`config.mk`:
```
export PLATFORM = sky130hd
export DESIGN_NAME = multi_channel_tone_toggler_flat
export DESIGN_NICKNAME = d
export VERILOG_FILES = /design/src/mctt_pkg.sv /design/src/mctt_if.sv /design/src/multi_channel_tone_toggler.sv /design/src/mctt_datapath.sv /design/src/mctt_ctrl.sv /design/src/flat_wrapper.sv
export SDC_FILE = /design/constraint.sdc
export NUM_CORES = 1
export LEC_CHECK = 0
export ABC_AREA = 1
export BUFFER_PORTS_ARGS = -buffer_cell sky130_fd_sc_hd__buf_2
export CORE_MARGIN = 2
export CORE_UTILIZATION = 48
export DETAILED_ROUTE_END_ITERATION = 6
export SYNTH_ARGS = -nofsm -noshare
export SYNTH_HDL_FRONTEND = slang
export SYNTH_SLANG_ARGS = --single-unit
```
`constraint.sdc`:
```
create_clock -name clk -period 7.2 [get_ports clk]
set_input_delay 0.72 -clock clk [delete_from_list [all_inputs] [get_ports clk]]
set_output_delay 0.72 -clock clk [all_outputs]
set_load 0.005 [all_outputs]
```
`src/mctt_pkg.sv`:
```
// ----------------------------------------------------------------------------
// mctt_pkg
// Shared constants, widths and control structs for the square-wave toggler.
// ----------------------------------------------------------------------------
package mctt_pkg;

    // Channel layout
    localparam int CHANNEL_COUNT = 12;
    localparam int FIRST_PIN     = 2;
    localparam int CH_W          = (CHANNEL_COUNT > 1) ? $clog2(CHANNEL_COUNT) : 1;

    // Item field widths
    localparam int KIND_W = 2;
    localparam int PIN_W  = 4;
    localparam int FREQ_W = 16;
    localparam int OUT_W  = 12;

    // Item kinds
    localparam logic [KIND_W-1:0] KIND_TICK = 2'd0;
    localparam logic [KIND_W-1:0] KIND_PLAY = 2'd1;
    localparam logic [KIND_W-1:0] KIND_STOP = 2'd2;

    // Period arithmetic: 500 Hz in Q10.6 and twice that
    localparam int PER_W       = 15;
    localparam int NUM_W       = 17;
    localparam int FREQ_CLAMP  = 32000;
    localparam int TWICE_CLAMP = 64000;
    localparam int DIV_STEPS   = PER_W;

    // Shared step counter: channel walk or division steps
    localparam int CNT_MAX = (CHANNEL_COUNT > DIV_STEPS) ? CHANNEL_COUNT : DIV_STEPS;
    localparam int CNT_W   = $clog2(CNT_MAX);

    // Commands from the controller to the datapath
    typedef struct packed {
        logic            latch;
        logic            dispatch;
        logic            walk;
        logic [CH_W-1:0] walk_idx;
        logic            div_step;
        logic            write_period;
        logic            load_out;
    } cmd_t;

    // Status from the datapath to the controller
    typedef struct packed {
        logic is_tick;
        logic needs_div;
        logic out_free;
    } status_t;

endpackage

```
`src/mctt_if.sv`:
```
// ----------------------------------------------------------------------------
// mctt_if
// Valid/ready channels for incoming items and outgoing results.
// ----------------------------------------------------------------------------
interface mctt_in_if;
    logic                        valid;
    logic                        ready;
    logic [mctt_pkg::KIND_W-1:0] kind;
    logic [mctt_pkg::PIN_W-1:0]  pin_number;
    logic [mctt_pkg::FREQ_W-1:0] freq_value;

    modport source (output valid, output kind, output pin_number, output freq_value,
                    input ready);
    modport sink   (input valid, input kind, input pin_number, input freq_value,
                    output ready);
endinterface

interface mctt_out_if;
    logic                       valid;
    logic                       ready;
    logic [mctt_pkg::OUT_W-1:0] pin_levels;
    logic [mctt_pkg::OUT_W-1:0] active_mask;

    modport source (output valid, output pin_levels, output active_mask, input ready);
    modport sink   (input valid, input pin_levels, input active_mask, output ready);
endinterface

```
`src/multi_channel_tone_toggler.sv`:
```
// ----------------------------------------------------------------------------
// multi_channel_tone_toggler
// Flow: a tick walks the channels (one channel a cycle), a play runs the
// fifteen-step serial divider; stop, zero-frequency or ignored items skip both.
// Throughput: one item at a time; the next item is taken as soon as its
// result sits in the output register, even if that beat is not yet taken.
// Reset: asynchronous, all channels disabled, phases zero, all levels low.
// ----------------------------------------------------------------------------
module multi_channel_tone_toggler (
    input  logic      clk,
    input  logic      rst_n,
    mctt_in_if.sink   item,
    mctt_out_if.source result
);

    mctt_pkg::cmd_t    cmd;
    mctt_pkg::status_t status;
    logic              ready;

    assign item.ready = ready;

    // Sequencer
    mctt_ctrl u_ctrl (
        .clk      (clk),
        .rst_n    (rst_n),
        .in_valid (item.valid),
        .in_ready (ready),
        .status   (status),
        .cmd      (cmd)
    );

    // Channel state and arithmetic
    mctt_datapath u_datapath (
        .clk        (clk),
        .rst_n      (rst_n),
        .kind       (item.kind),
        .pin_number (item.pin_number),
        .freq_value (item.freq_value),
        .cmd        (cmd),
        .status     (status),
        .result     (result)
    );

endmodule

```
`src/mctt_datapath.sv`:
```
// ----------------------------------------------------------------------------
// mctt_datapath
// Channel state, item latch, serial period divider and result register.
// ----------------------------------------------------------------------------
module mctt_datapath (
    input  logic               clk,
    input  logic               rst_n,
    input  logic [mctt_pkg::KIND_W-1:0] kind,
    input  logic [mctt_pkg::PIN_W-1:0]  pin_number,
    input  logic [mctt_pkg::FREQ_W-1:0] freq_value,
    input  mctt_pkg::cmd_t     cmd,
    output mctt_pkg::status_t  status,
    mctt_out_if.source         result
);

    localparam int CC = mctt_pkg::CHANNEL_COUNT;

    // Latched item
    logic [mctt_pkg::KIND_W-1:0] kind_reg;
    logic [mctt_pkg::PIN_W-1:0]  pin_reg;
    logic [mctt_pkg::FREQ_W-1:0] freq_reg;

    // Channel state
    logic [mctt_pkg::PER_W-1:0] hp_reg [CC];
    logic [mctt_pkg::PER_W-1:0] ph_reg [CC];
    logic [CC-1:0]              lvl_reg;

    // Divider state
    logic [mctt_pkg::NUM_W-1:0] rem_reg;
    logic [mctt_pkg::PER_W-1:0] num_reg;
    logic [mctt_pkg::PER_W-1:0] quo_reg;
    logic [mctt_pkg::NUM_W-1:0] dvs_reg;

    // Result register
    logic                       out_valid_reg;
    logic [mctt_pkg::OUT_W-1:0] pins_reg;
    logic [mctt_pkg::OUT_W-1:0] mask_reg;

    // Decode
    logic [5:0]                 pin_off;
    logic                       pin_ok;
    logic [mctt_pkg::CH_W-1:0]  chan;
    logic [mctt_pkg::PER_W-1:0] v_clamp;
    logic                       v_zero;
    logic [mctt_pkg::NUM_W-1:0] num_full;
    logic                       is_play;
    logic                       is_stop;
    logic [CC-1:0]              en_bits;

    // Divider step
    logic [mctt_pkg::NUM_W:0]   trial;
    logic                       trial_ge;
    logic [mctt_pkg::NUM_W:0]   trial_sub;

    // Walk step
    logic [mctt_pkg::PER_W-1:0] walk_hp;
    logic [mctt_pkg::PER_W-1:0] walk_ph_inc;
    logic                       walk_on;
    logic                       walk_wrap;

    // Decode the latched item
    always_comb
    begin
        pin_off  = {2'b00, pin_reg} - 6'(mctt_pkg::FIRST_PIN);
        pin_ok   = ({2'b00, pin_reg} >= 6'(mctt_pkg::FIRST_PIN)) && (pin_off < 6'(CC));
        chan     = pin_off[mctt_pkg::CH_W-1:0];
        is_play  = (kind_reg == mctt_pkg::KIND_PLAY);
        is_stop  = (kind_reg == mctt_pkg::KIND_STOP);
        v_clamp  = (freq_reg > 16'(mctt_pkg::FREQ_CLAMP))
                 ? 15'(mctt_pkg::FREQ_CLAMP) : freq_reg[mctt_pkg::PER_W-1:0];
        v_zero   = (v_clamp == '0);
        num_full = 17'(mctt_pkg::TWICE_CLAMP) + {2'b00, v_clamp};
    end

    // One restoring division step
    always_comb
    begin
        trial     = {rem_reg, num_reg[mctt_pkg::PER_W-1]};
        trial_ge  = (trial >= {1'b0, dvs_reg});
        trial_sub = trial - {1'b0, dvs_reg};
    end

    // One channel of the tick walk
    always_comb
    begin
        walk_hp     = hp_reg[cmd.walk_idx];
        walk_ph_inc = ph_reg[cmd.walk_idx] + 15'd1;
        walk_on     = (walk_hp != '0);
        walk_wrap   = (walk_ph_inc >= walk_hp);
    end

    // Enabled channels
    always_comb
    begin
        for (int i = 0; i < CC; i++)
        begin
            en_bits[i] = (hp_reg[i] != '0);
        end
    end

    assign status.is_tick   = (kind_reg == mctt_pkg::KIND_TICK);
    assign status.needs_div = is_play && pin_ok && !v_zero;
    assign status.out_free  = !out_valid_reg || result.ready;

    // Hold the accepted item
    always_ff @(posedge clk)
    begin
        if (cmd.latch)
        begin
            kind_reg <= kind;
            pin_reg  <= pin_number;
            freq_reg <= freq_value;
        end
    end

    // Divider registers
    always_ff @(posedge clk)
    begin
        if (cmd.dispatch)
        begin
            rem_reg <= {15'd0, num_full[mctt_pkg::NUM_W-1:mctt_pkg::PER_W]};
            num_reg <= num_full[mctt_pkg::PER_W-1:0];
            quo_reg <= '0;
            dvs_reg <= {1'b0, v_clamp, 1'b0};
        end
        else if (cmd.div_step)
        begin
            rem_reg <= trial_ge ? trial_sub[mctt_pkg::NUM_W-1:0]
                                : trial[mctt_pkg::NUM_W-1:0];
            num_reg <= {num_reg[mctt_pkg::PER_W-2:0], 1'b0};
            quo_reg <= {quo_reg[mctt_pkg::PER_W-2:0], trial_ge};
        end
    end

    // Channel state: walk, stop, disable and period write
    always_ff @(posedge clk or negedge rst_n)
    begin
        if (!rst_n)
        begin
            for (int i = 0; i < CC; i++)
            begin
                hp_reg[i] <= '0;
                ph_reg[i] <= '0;
            end
            lvl_reg <= '0;
        end
        else if (cmd.walk)
        begin
            if (walk_on)
            begin
                if (walk_wrap)
                begin
                    ph_reg[cmd.walk_idx]  <= '0;
                    lvl_reg[cmd.walk_idx] <= ~lvl_reg[cmd.walk_idx];
                end
                else
                begin
                    ph_reg[cmd.walk_idx] <= walk_ph_inc;
                end
            end
        end
        else if (cmd.dispatch)
        begin
            // A zero frequency disables and keeps level and phase
            if (is_play && pin_ok && v_zero)
            begin
                hp_reg[chan] <= '0;
            end
            // Stop disables and drives low
            if (is_stop && pin_ok)
            begin
                hp_reg[chan]  <= '0;
                lvl_reg[chan] <= 1'b0;
            end
        end
        else if (cmd.write_period)
        begin
            hp_reg[chan] <= quo_reg;
            ph_reg[chan] <= '0;
        end
    end

    // Result handshake
    always_ff @(posedge clk or negedge rst_n)
    begin
        if (!rst_n)
        begin
            out_valid_reg <= 1'b0;
        end
        else if (cmd.load_out)
        begin
            out_valid_reg <= 1'b1;
        end
        else if (result.ready)
        begin
            out_valid_reg <= 1'b0;
        end
    end

    // Result payload
    always_ff @(posedge clk)
    begin
        if (cmd.load_out)
        begin
            pins_reg <= mctt_pkg::OUT_W'(lvl_reg);
            mask_reg <= mctt_pkg::OUT_W'(en_bits);
        end
    end

    assign result.valid       = out_valid_reg;
    assign result.pin_levels  = pins_reg;
    assign result.active_mask = mask_reg;

endmodule

```
`src/mctt_ctrl.sv`:
```
// ----------------------------------------------------------------------------
// mctt_ctrl
// Sequencer: accepts an item, runs the channel walk or the period division if the item needs one,
// then hands the result beat to the output register.
// ----------------------------------------------------------------------------
module mctt_ctrl (
    input  logic              clk,
    input  logic              rst_n,
    input  logic              in_valid,
    output logic              in_ready,
    input  mctt_pkg::status_t status,
    output mctt_pkg::cmd_t    cmd
);

    typedef enum logic [5:0] {
        S_IDLE     = 6'b000001,
        S_DISPATCH = 6'b000010,
        S_WALK     = 6'b000100,
        S_DIV      = 6'b001000,
        S_WRITE    = 6'b010000,
        S_DONE     = 6'b100000
    } state_t;

    localparam logic [mctt_pkg::CNT_W-1:0] WALK_LAST = mctt_pkg::CNT_W'(mctt_pkg::CHANNEL_COUNT - 1);
    localparam logic [mctt_pkg::CNT_W-1:0] DIV_LAST  = mctt_pkg::CNT_W'(mctt_pkg::DIV_STEPS - 1);

    state_t                     state_reg;
    state_t                     state_next;
    logic [mctt_pkg::CNT_W-1:0] cnt_reg;
    logic [mctt_pkg::CNT_W-1:0] cnt_next;

    // Next state and commands
    always_comb
    begin
        state_next       = state_reg;
        cnt_next         = cnt_reg;
        in_ready         = 1'b0;
        cmd              = '0;
        cmd.walk_idx     = cnt_reg[mctt_pkg::CH_W-1:0];

        case (state_reg)
            S_IDLE:
            begin
                in_ready = 1'b1;
                if (in_valid)
                begin
                    cmd.latch  = 1'b1;
                    state_next = S_DISPATCH;
                end
            end
            S_DISPATCH:
            begin
                cmd.dispatch = 1'b1;
                cnt_next     = '0;
                if (status.is_tick)
                begin
                    state_next = S_WALK;
                end
                else if (status.needs_div)
                begin
                    state_next = S_DIV;
                end
                else
                begin
                    state_next = S_DONE;
                end
            end
            S_WALK:
            begin
                cmd.walk = 1'b1;
                cnt_next = cnt_reg + 1'b1;
                if (cnt_reg == WALK_LAST)
                begin
                    state_next = S_DONE;
                end
            end
            S_DIV:
            begin
                cmd.div_step = 1'b1;
                cnt_next     = cnt_reg + 1'b1;
                if (cnt_reg == DIV_LAST)
                begin
                    state_next = S_WRITE;
                end
            end
            S_WRITE:
            begin
                cmd.write_period = 1'b1;
                state_next       = S_DONE;
            end
            S_DONE:
            begin
                if (status.out_free)
                begin
                    cmd.load_out = 1'b1;
                    state_next   = S_IDLE;
                end
            end
            default:
            begin
                state_next = S_IDLE;
            end
        endcase
    end

    // State and step counter
    always_ff @(posedge clk or negedge rst_n)
    begin
        if (!rst_n)
        begin
            state_reg <= S_IDLE;
            cnt_reg   <= '0;
        end
        else
        begin
            state_reg <= state_next;
            cnt_reg   <= cnt_next;
        end
    end

endmodule
```
`src/flat_wrapper.sv`:
```
// flat-port wrapper written by rule: the top's interface ports become plain ports
module multi_channel_tone_toggler_flat 
  (clk, rst_n, item_valid, item_kind, item_pin_number, item_freq_value, item_ready, result_valid, result_pin_levels, result_active_mask, result_ready);
  mctt_in_if item_i ();
  mctt_out_if result_i ();
  input  logic clk;
  input  logic rst_n;
  input wire logic [$bits(item_i.valid)-1:0] item_valid;
  input wire logic [$bits(item_i.kind)-1:0] item_kind;
  input wire logic [$bits(item_i.pin_number)-1:0] item_pin_number;
  input wire logic [$bits(item_i.freq_value)-1:0] item_freq_value;
  output wire logic [$bits(item_i.ready)-1:0] item_ready;
  output wire logic [$bits(result_i.valid)-1:0] result_valid;
  output wire logic [$bits(result_i.pin_levels)-1:0] result_pin_levels;
  output wire logic [$bits(result_i.active_mask)-1:0] result_active_mask;
  input wire logic [$bits(result_i.ready)-1:0] result_ready;
  assign item_i.valid = item_valid;
  assign item_i.kind = item_kind;
  assign item_i.pin_number = item_pin_number;
  assign item_i.freq_value = item_freq_value;
  assign item_ready = item_i.ready;
  assign result_valid = result_i.valid;
  assign result_pin_levels = result_i.pin_levels;
  assign result_active_mask = result_i.active_mask;
  assign result_i.ready = result_ready;
  multi_channel_tone_toggler u_core (.clk(clk), .rst_n(rst_n), .item(item_i), .result(result_i));
endmodule
```
# Word-level counts from Yosys, hierarchy flattened
# Cells that the tools add are included.
dict set report totals {
  ff_bits 491
  wordCells 184
  in_bits 26
}
dict set report op_classes {
  n_bitwise 12
  magnitude_cmp 13
  addsub 5
  reduce_logical 39
  n_eq_ne 17
  mux 60
}
# cell n
set op_table {}
lappend op_table {{$mux W180} 11}
lappend op_table {{$and A180 B180 Y180} 4}
lappend op_table {{$bwmux W180} 2}
lappend op_table {{$not A180 Y180} 2}
lappend op_table {{$reduce_bool A15 Y1} 13}
lappend op_table {{$mux W15} 9}
lappend op_table {{$bmux W15 S4} 2}
lappend op_table {{$demux W15 S4} 2}
lappend op_table {{$mux W12} 5}
lappend op_table {{$mux W6} 6}
lappend op_table {{$pmux W6 S6} 1}
lappend op_table {{$ge A18 B16 Y1} 1}
lappend op_table {{$add A16 B15 Y17 const A} 1}
lappend op_table {{$mux W17} 1}
lappend op_table {{$sub A17 B16 Y17} 1}
lappend op_table {{$gt A16 B15 Y1 const B} 1}
lappend op_table {{$add A15 B1 Y15 const B} 1}
lappend op_table {{$ge A15 B15 Y1} 1}
lappend op_table {{$logic_not A15 Y1} 1}
lappend op_table {{$mux W1} 14}
lappend op_table {{$reduce_bool A2 Y1} 7}
lappend op_table {{$and A12 B12 Y12} 1}
lappend op_table {{$bwmux W12} 1}
lappend op_table {{$ne A2 B2 Y1 const B} 6}
lappend op_table {{33 further kinds} 52}

# Logic depth before layout (Yosys ltp)
dict set report logic_depth {
  depth_word 14
  depth_mapped 30
  ltp_nobuf 27
}

# Cells and area by module
# From an unflattened synthesis, not the netlist that was laid out.
dict set report hier_totals {
  cells_unflattened 5093
  area_unflattened_um2 32183.4
}
# mod cells_per_inst area_each_um2 instances seq_area_each_um2
set by_module_without_submodules {}
lappend by_module_without_submodules {mctt_datapath 5007 31547.8 1 12276.8}
lappend by_module_without_submodules {mctt_ctrl 86 635.6 1 251.5}

# Worst setup path after synthesis
# No wires, ideal clock.
dict set report synth_path {
  kind {reg2reg}
  start {reg u_core.u_ctrl.cnt_reg[0] (netlist bit)}
  end {reg u_core.u_datapath.ph_reg[19] (netlist bit)}
  setup_ns 0.076
  stages_incl_launch_ff 25
  t_required_ns 7.124
  arrival_ns 3.821
  path_slack_ns 3.302
  path_cell_list {dfrtp_1 -> buf_6 -> buf_2 -> o211ai_1 -> nand2_1 -> nand2_1 -> nand3_1 -> ha_1 -> inv_1 -> nor2_1 -> or2_2 -> nand2_1 -> inv_1 -> ha_1 -> a21oi_1 -> o21a_1 -> nand2_1 -> nand3_1 -> nand3_1 -> clkinv_1 -> buf_2 -> a31oi_4 -> clkbuf_1 -> nand2_1 -> o21ai_1}
}
dict set report synth_between {
  elab_chain_len 10
  word_cells_on_any_way 23
}
# element line_no
set synth_lines {}
lappend synth_lines {{from (decl)} mctt_ctrl.sv:29} ;# logic [mctt_pkg::CNT_W-1:0] cnt_reg;
lappend synth_lines {{from (signal assigned)} mctt_ctrl.sv:117} ;# cnt_reg <= cnt_next;
lappend synth_lines {{$not A4 Y5 (not written as such) (*)} n/a}
lappend synth_lines {{branches (longest 9 deep; another with $add A15 B1 Y15)} n/a}
lappend synth_lines {{to (signal, indexed assignment)} mctt_datapath.sv:158} ;# ph_reg[cmd.walk_idx] <= walk_ph_inc;
lappend synth_lines {{to (decl)} mctt_datapath.sv:25} ;# logic [mctt_pkg::PER_W-1:0] ph_reg [CC];
# Every way passes the cells marked *. The select of a mux whose other input is x is not followed.
# A chain may end at the register's enable or synchronous reset.

# Final worst setup path
dict set report layout_path {
  start {reg u_core.u_ctrl.cnt_reg[0] (netlist bit)}
  end {reg u_core.u_datapath.ph_reg[157] (netlist bit)}
}
# The elaborated chain is that of the path after synthesis.

==> impl_metrics.prom <==
# TYPE chip_impl_metric gauge
chip_impl_info{name="run_status",value="complete, no violations"} 1
chip_impl_metric{name="core_area",unit="um2"} 60500
chip_impl_metric{name="cts_num_sinks",unit=""} 491
chip_impl_metric{name="netlist_area",unit="um2"} 29500
chip_impl_metric{name="firstDrtPassIters",unit=""} 6
chip_impl_metric{name="antennaDiodeCount",unit=""} 0
chip_impl_metric{name="design_area_final",unit="um2"} 32000
chip_impl_metric{name="r2r_cells",unit=""} 23
chip_impl_metric{name="finalCritPeriodShare",unit=""} 0.832
chip_impl_metric{name="grt_use_total",unit=""} 0.315
chip_impl_metric{name="post_drt_wl_per_cell",unit="um"} 20.7
chip_impl_metric{name="multi_input_area",unit="um2"} 13800
chip_impl_metric{name="vdd_ir_drop_max",unit="V"} 0.000250
chip_impl_metric{name="place.port_buffers",unit=""} 51
chip_impl_metric{name="final_net_count",unit=""} 4079
chip_impl_metric{name="clk-insertion-delay-late",unit="ns"} 0.64
chip_impl_metric{name="power_switching_share",unit=""} 0.415
chip_impl_metric{name="initial_antenna_violation_count",unit=""} 3
chip_impl_metric{name="final_core_util",unit=""} 0.528
chip_impl_metric{name="post_drt_via_cell_ratio",unit=""} 5.75
chip_impl_metric{name="reported_leakage_power",unit="nW"} 14.5
chip_impl_metric{name="finalHoldWorstSlack",unit="ns"} 0.124
chip_impl_metric{name="min_cycle_time_layout",unit="ns"} 5.99
chip_impl_metric{name="ctsHoldBuffers",unit=""} 0
chip_impl_info{name="r2r-end",value="u_core.u_datapath.ph_reg[157]"} 1
chip_impl_metric{name="numCtsBuffers",unit=""} 57
chip_impl_metric{name="drv.max_cap_violation_count",unit=""} 0
chip_impl_metric{name="drc_errors",unit=""} 0
chip_impl_metric{name="seqCellArea",unit="um2"} 12500
chip_impl_metric{name="critical_path_required",unit="ns"} 7.75
chip_impl_metric{name="timing.setup.tns",unit="ns"} 0
chip_impl_metric{name="die_y_extent",unit="um"} 252
chip_impl_metric{name="grt_start_max_net_pins",unit=""} 152
chip_impl_metric{name="ff2ff_setup_slack",unit="ns"} 1.21
chip_impl_metric{name="wirelength",unit="mm"} 100
chip_impl_metric{name="synth_seq_area_share",unit=""} 0.425
chip_impl_metric{name="yosys_register_bits",unit=""} 491
chip_impl_metric{name="post_cts_resized",unit=""} 0
chip_impl_metric{name="slew_viols_final",unit=""} 0
chip_impl_metric{name="cts.path.max_buffers",unit=""} 3
chip_impl_metric{name="report.final.setup_viol",unit=""} 0
chip_impl_info{name="setup.worst_path.end_class",value="flip-flop"} 1
chip_impl_metric{name="fin_worst_skew",unit="ns"} 0.0243
chip_impl_metric{name="cts-htree-levels",unit=""} 2
chip_impl_metric{name="floorplan.rows",unit=""} 90
chip_impl_metric{name="syn_to_final_growth",unit="%"} 8.51
chip_impl_metric{name="share_seq_of_total_power",unit=""} 0.325
chip_impl_metric{name="top_level_ports",unit=""} 52
chip_impl_metric{name="dr_total_vias",unit=""} 27872
chip_impl_info{name="crit_path_top_delay_cell",value="sky130_fd_sc_hd__dfrtp_4"} 1
chip_impl_metric{name="synthesis.yosys.warnings",unit=""} 0
chip_impl_metric{name="vias_in_the_first_global_route",unit=""} 25707
chip_impl_metric{name="clk_pin_slew",unit="ns"} 0.06
chip_impl_info{name="worst_r2r_src",value="u_core.u_ctrl.cnt_reg[0]"} 1
chip_impl_metric{name="fin_hold_viols",unit=""} 0
chip_impl_info{name="cts_tree",value="yes"} 1
chip_impl_metric{name="cellPowerDensity",unit="nW/um2"} 311
chip_impl_metric{name="ant_nets",unit=""} 0
chip_impl_metric{name="relSlewSlack",unit=""} 0.192
chip_impl_metric{name="p_sw",unit="W"} 0.00413
chip_impl_metric{name="n_fill_cell",unit=""} 5927
chip_impl_metric{name="postSynthNetCount",unit=""} 4167
chip_impl_metric{name="grt.overflow.total",unit=""} 0
chip_impl_metric{name="drive_above_1_share",unit=""} 0.0630
chip_impl_metric{name="power_report.internal_total",unit="W"} 0.00581
chip_impl_info{name="worstPathCellList",value="buf_4 > o211ai_1 > nand2_1 > nand2_1 > nand3_1 > ha_1 > nand2_1 > nor2_1 > nand2_1 > nor2_1 > nand2_1 > and2_1 > ha_1 > a21oi_1 > o21ai_0 > a21oi_1 > nand3_1 > clkinv_1 > buf_4 > nand3_1 > o21ai_0 > nand2_1 > o21ai_1"} 1
chip_impl_info{name="path_class",value="flip-flop to flip-flop"} 1
chip_impl_metric{name="combinationalPowerShare",unit=""} 0.360
chip_impl_metric{name="worst-path-max-fanout",unit=""} 84
chip_impl_info{name="path_common_cell",value="sky130_fd_sc_hd__nand2_1"} 1
chip_impl_metric{name="place.gp.congestion",unit=""} 0.998
chip_impl_info{name="setup_repair_after_global_routing_missed_its_margin",value="no"} 1
chip_impl_metric{name="fmax",unit="MHz"} 167
chip_impl_metric{name="drt_iter0_drc",unit=""} 2978
chip_impl_info{name="setup.worst_path.start_class",value="flip-flop"} 1
chip_impl_metric{name="width_of_the_chip",unit="um"} 252
chip_impl_metric{name="synth_cell_type_count",unit=""} 56
chip_impl_metric{name="timing.critical_path.arrival",unit="ns"} 6.54
chip_impl_info{name="min_path_type",value="primary input to async pin"} 1
chip_impl_metric{name="power.share.clock",unit=""} 0.315
chip_impl_info{name="cts.root.buffer_cell",value="sky130_fd_sc_hd__clkbuf_16"} 1
chip_impl_metric{name="die_area",unit="um2"} 63400
chip_impl_metric{name="start_util",unit=""} 0.487
chip_impl_metric{name="post-dp-hpwl",unit="mm"} 66.3
chip_impl_metric{name="number_of_cells_produced_by_synthesis",unit=""} 4101
chip_impl_metric{name="grt_first_pass_wirelength",unit="mm"} 155
chip_impl_metric{name="cpPeakStageDelay",unit="ns"} 0.81
chip_impl_metric{name="dpl_cell_area",unit="um2"} 29900
chip_impl_metric{name="postCtsSetupRepairBufs",unit=""} 0
chip_impl_metric{name="worst_pin_slew",unit="ns"} 1.21
chip_impl_metric{name="post_synth.cell_area_avg",unit="um2"} 7.18
[power groups by stage]
| stage | combinational, W | clock [W] | sequential (W) |
|---|---|---|---|
| floorplan | 0.00234 | 0 | 0.00323 |
| global placement | 0.00348 | 0 | 0.00328 |
| detailed placement | 0.00348 | 0 | 0.00328 |
| CTS | 0.00349 | 0.00318 | 0.00323 |
| global route | 0.00387 | 0.00330 | 0.00326 |
| finish | 0.00358 | 0.00313 | 0.00323 |
[routing by layer]
| layer | up-vias | track usage | wire, um |
|---|---|---|---|
| met3 | 212 | 0.0452 | 7740 |
| met1 | 13152 | 0.451 | 44000 |
| met5 | - | 0 | 13 |
| met4 | 2 | 0.133 | 4350 |
| li1 | 13389 | - | - |
| met2 | 1117 | 0.478 | 44100 |
[cell families (layout without fill, tap and decap cells)]
family                   after synthesis  in the layout  share of synthesized area
AND/OR/NAND/NOR                     1854           1854                      0.266
AO/OA/AOI/OAI                        937            937                      0.178
buffers and inverters                762            723                      0.108
flip-flops                           491            491                      0.425
adder cells (fa/ha/maj)               40             40                     0.0172
XOR/XNOR                              17             17                    0.00506
[worst max-delay path, delay by kind of cell (launching register included)]
family	cells	cell delay, ns
buffers and inverters	3	1.32
adder cells (fa/ha/maj)	2	0.50
AO/OA/AOI/OAI	6	1.11
AND/OR/NAND/NOR	12	2.07
flip-flops	1	0.81
[how the worst max path moves through the flow]
stage,start,endpoint,slack (ns),cells after the start
after detailed placement,u_core.u_ctrl.cnt_reg[0],u_core.u_datapath.ph_reg[52],1.40,23
after CTS,u_core.u_ctrl.cnt_reg[0],u_core.u_datapath.ph_reg[52],1.38,23
final,u_core.u_ctrl.cnt_reg[0],u_core.u_datapath.ph_reg[157],1.21,23
after global placement,u_core.u_ctrl.cnt_reg[0],u_core.u_datapath.ph_reg[162],1.55,23
after floorplan,u_core.u_ctrl.cnt_reg[0],u_core.u_datapath.ph_reg[19],3.30,24
after global routing,u_core.u_ctrl.cnt_reg[0],u_core.u_datapath.ph_reg[142],0.72,22
[cells in the final DEF (no fill, tap or decap), drive strengths merged, types with 4 or more instances in the layout]
| master | synthesis | layout |
|---|---|---|
| o211ai | 75 | 75 |
| bufinv | 0 | 8 |
| a21boi | 19 | 19 |
| nand2 | 984 | 984 |
| dfxtp | 30 | 30 |
| xor2 | 8 | 8 |
| clkinv | 5 | 24 |
| inv | 504 | 505 |
| xnor2 | 9 | 9 |
| and2 | 7 | 7 |
| nand4 | 26 | 26 |
| o21bai | 4 | 4 |
| a31oi | 20 | 20 |
| o22ai | 5 | 5 |
| nor3 | 164 | 164 |
| buf | 121 | 106 |
| nand3 | 332 | 332 |
| o32ai | 35 | 35 |
| a22oi | 7 | 7 |
| ha | 39 | 39 |
| o21ai | 647 | 647 |
| dfrtp | 382 | 382 |
| a21oi | 117 | 117 |
| nor4 | 42 | 42 |
| clkinvlp | 0 | 5 |
| edfxtp | 78 | 78 |
| nor2 | 294 | 294 |
| clkbuf | 132 | 75 |
[synth_stat cells (all sizes together)]
master / instances / share of area
a21boi: 19 / 0.0048
a21o: 2 / 0.00051
a21oi: 117 / 0.021
a22o: 2 / 0.00059
a22oi: 7 / 0.0018
a31oi: 20 / 0.0062
and2: 7 / 0.0015
buf: 121 / 0.027
clkbuf: 132 / 0.017
clkinv: 5 / 0.00064
dfrtp: 382 / 0.32
dfstp: 1 / 0.00089
dfxtp: 30 / 0.020
edfxtp: 78 / 0.080
fa: 1 / 0.00068
ha: 39 / 0.017
inv: 504 / 0.064
nand2: 984 / 0.13
nand3: 332 / 0.057
nand3b: 2 / 0.00051
nand4: 26 / 0.0055
nor2: 294 / 0.038
nor3: 164 / 0.028
nor4: 42 / 0.0094
o211ai: 75 / 0.019
o21a: 2 / 0.00051
o21ai: 647 / 0.11
o21bai: 4 / 0.0010
o22ai: 5 / 0.0011
o31ai: 1 / 0.00025
o32ai: 35 / 0.010
o41ai: 1 / 0.00030
or2: 2 / 0.00042
or3: 1 / 0.00021
xnor2: 9 / 0.0027
xor2: 8 / 0.0024
[layout make-up]
cell class	count	share of cell area
clock buffers	75	0.0512
repair buffers	106	0.0224
well taps	782	0.0306
inverters	509	0.0601
flip-flops and latches	491	0.392
multi-input cells	2848	0.431
clock inverters	33	0.0123
[per-stage QoR]
step / total power, W / setup slack, ns / cells
2_1_floorplan: 0.00556 / 3.30 / 4101
3_3_place_gp: 0.00676 / 1.55 / 4736
3_5_place_dp: 0.00676 / 1.40 / 4736
4_1_cts: 0.00990 / 1.38 / 4844
5_1_grt: 0.0104 / 0.720 / 4844
6_report: 0.00995 / 1.21 / 4844
(Power assumes the default switching activity.)
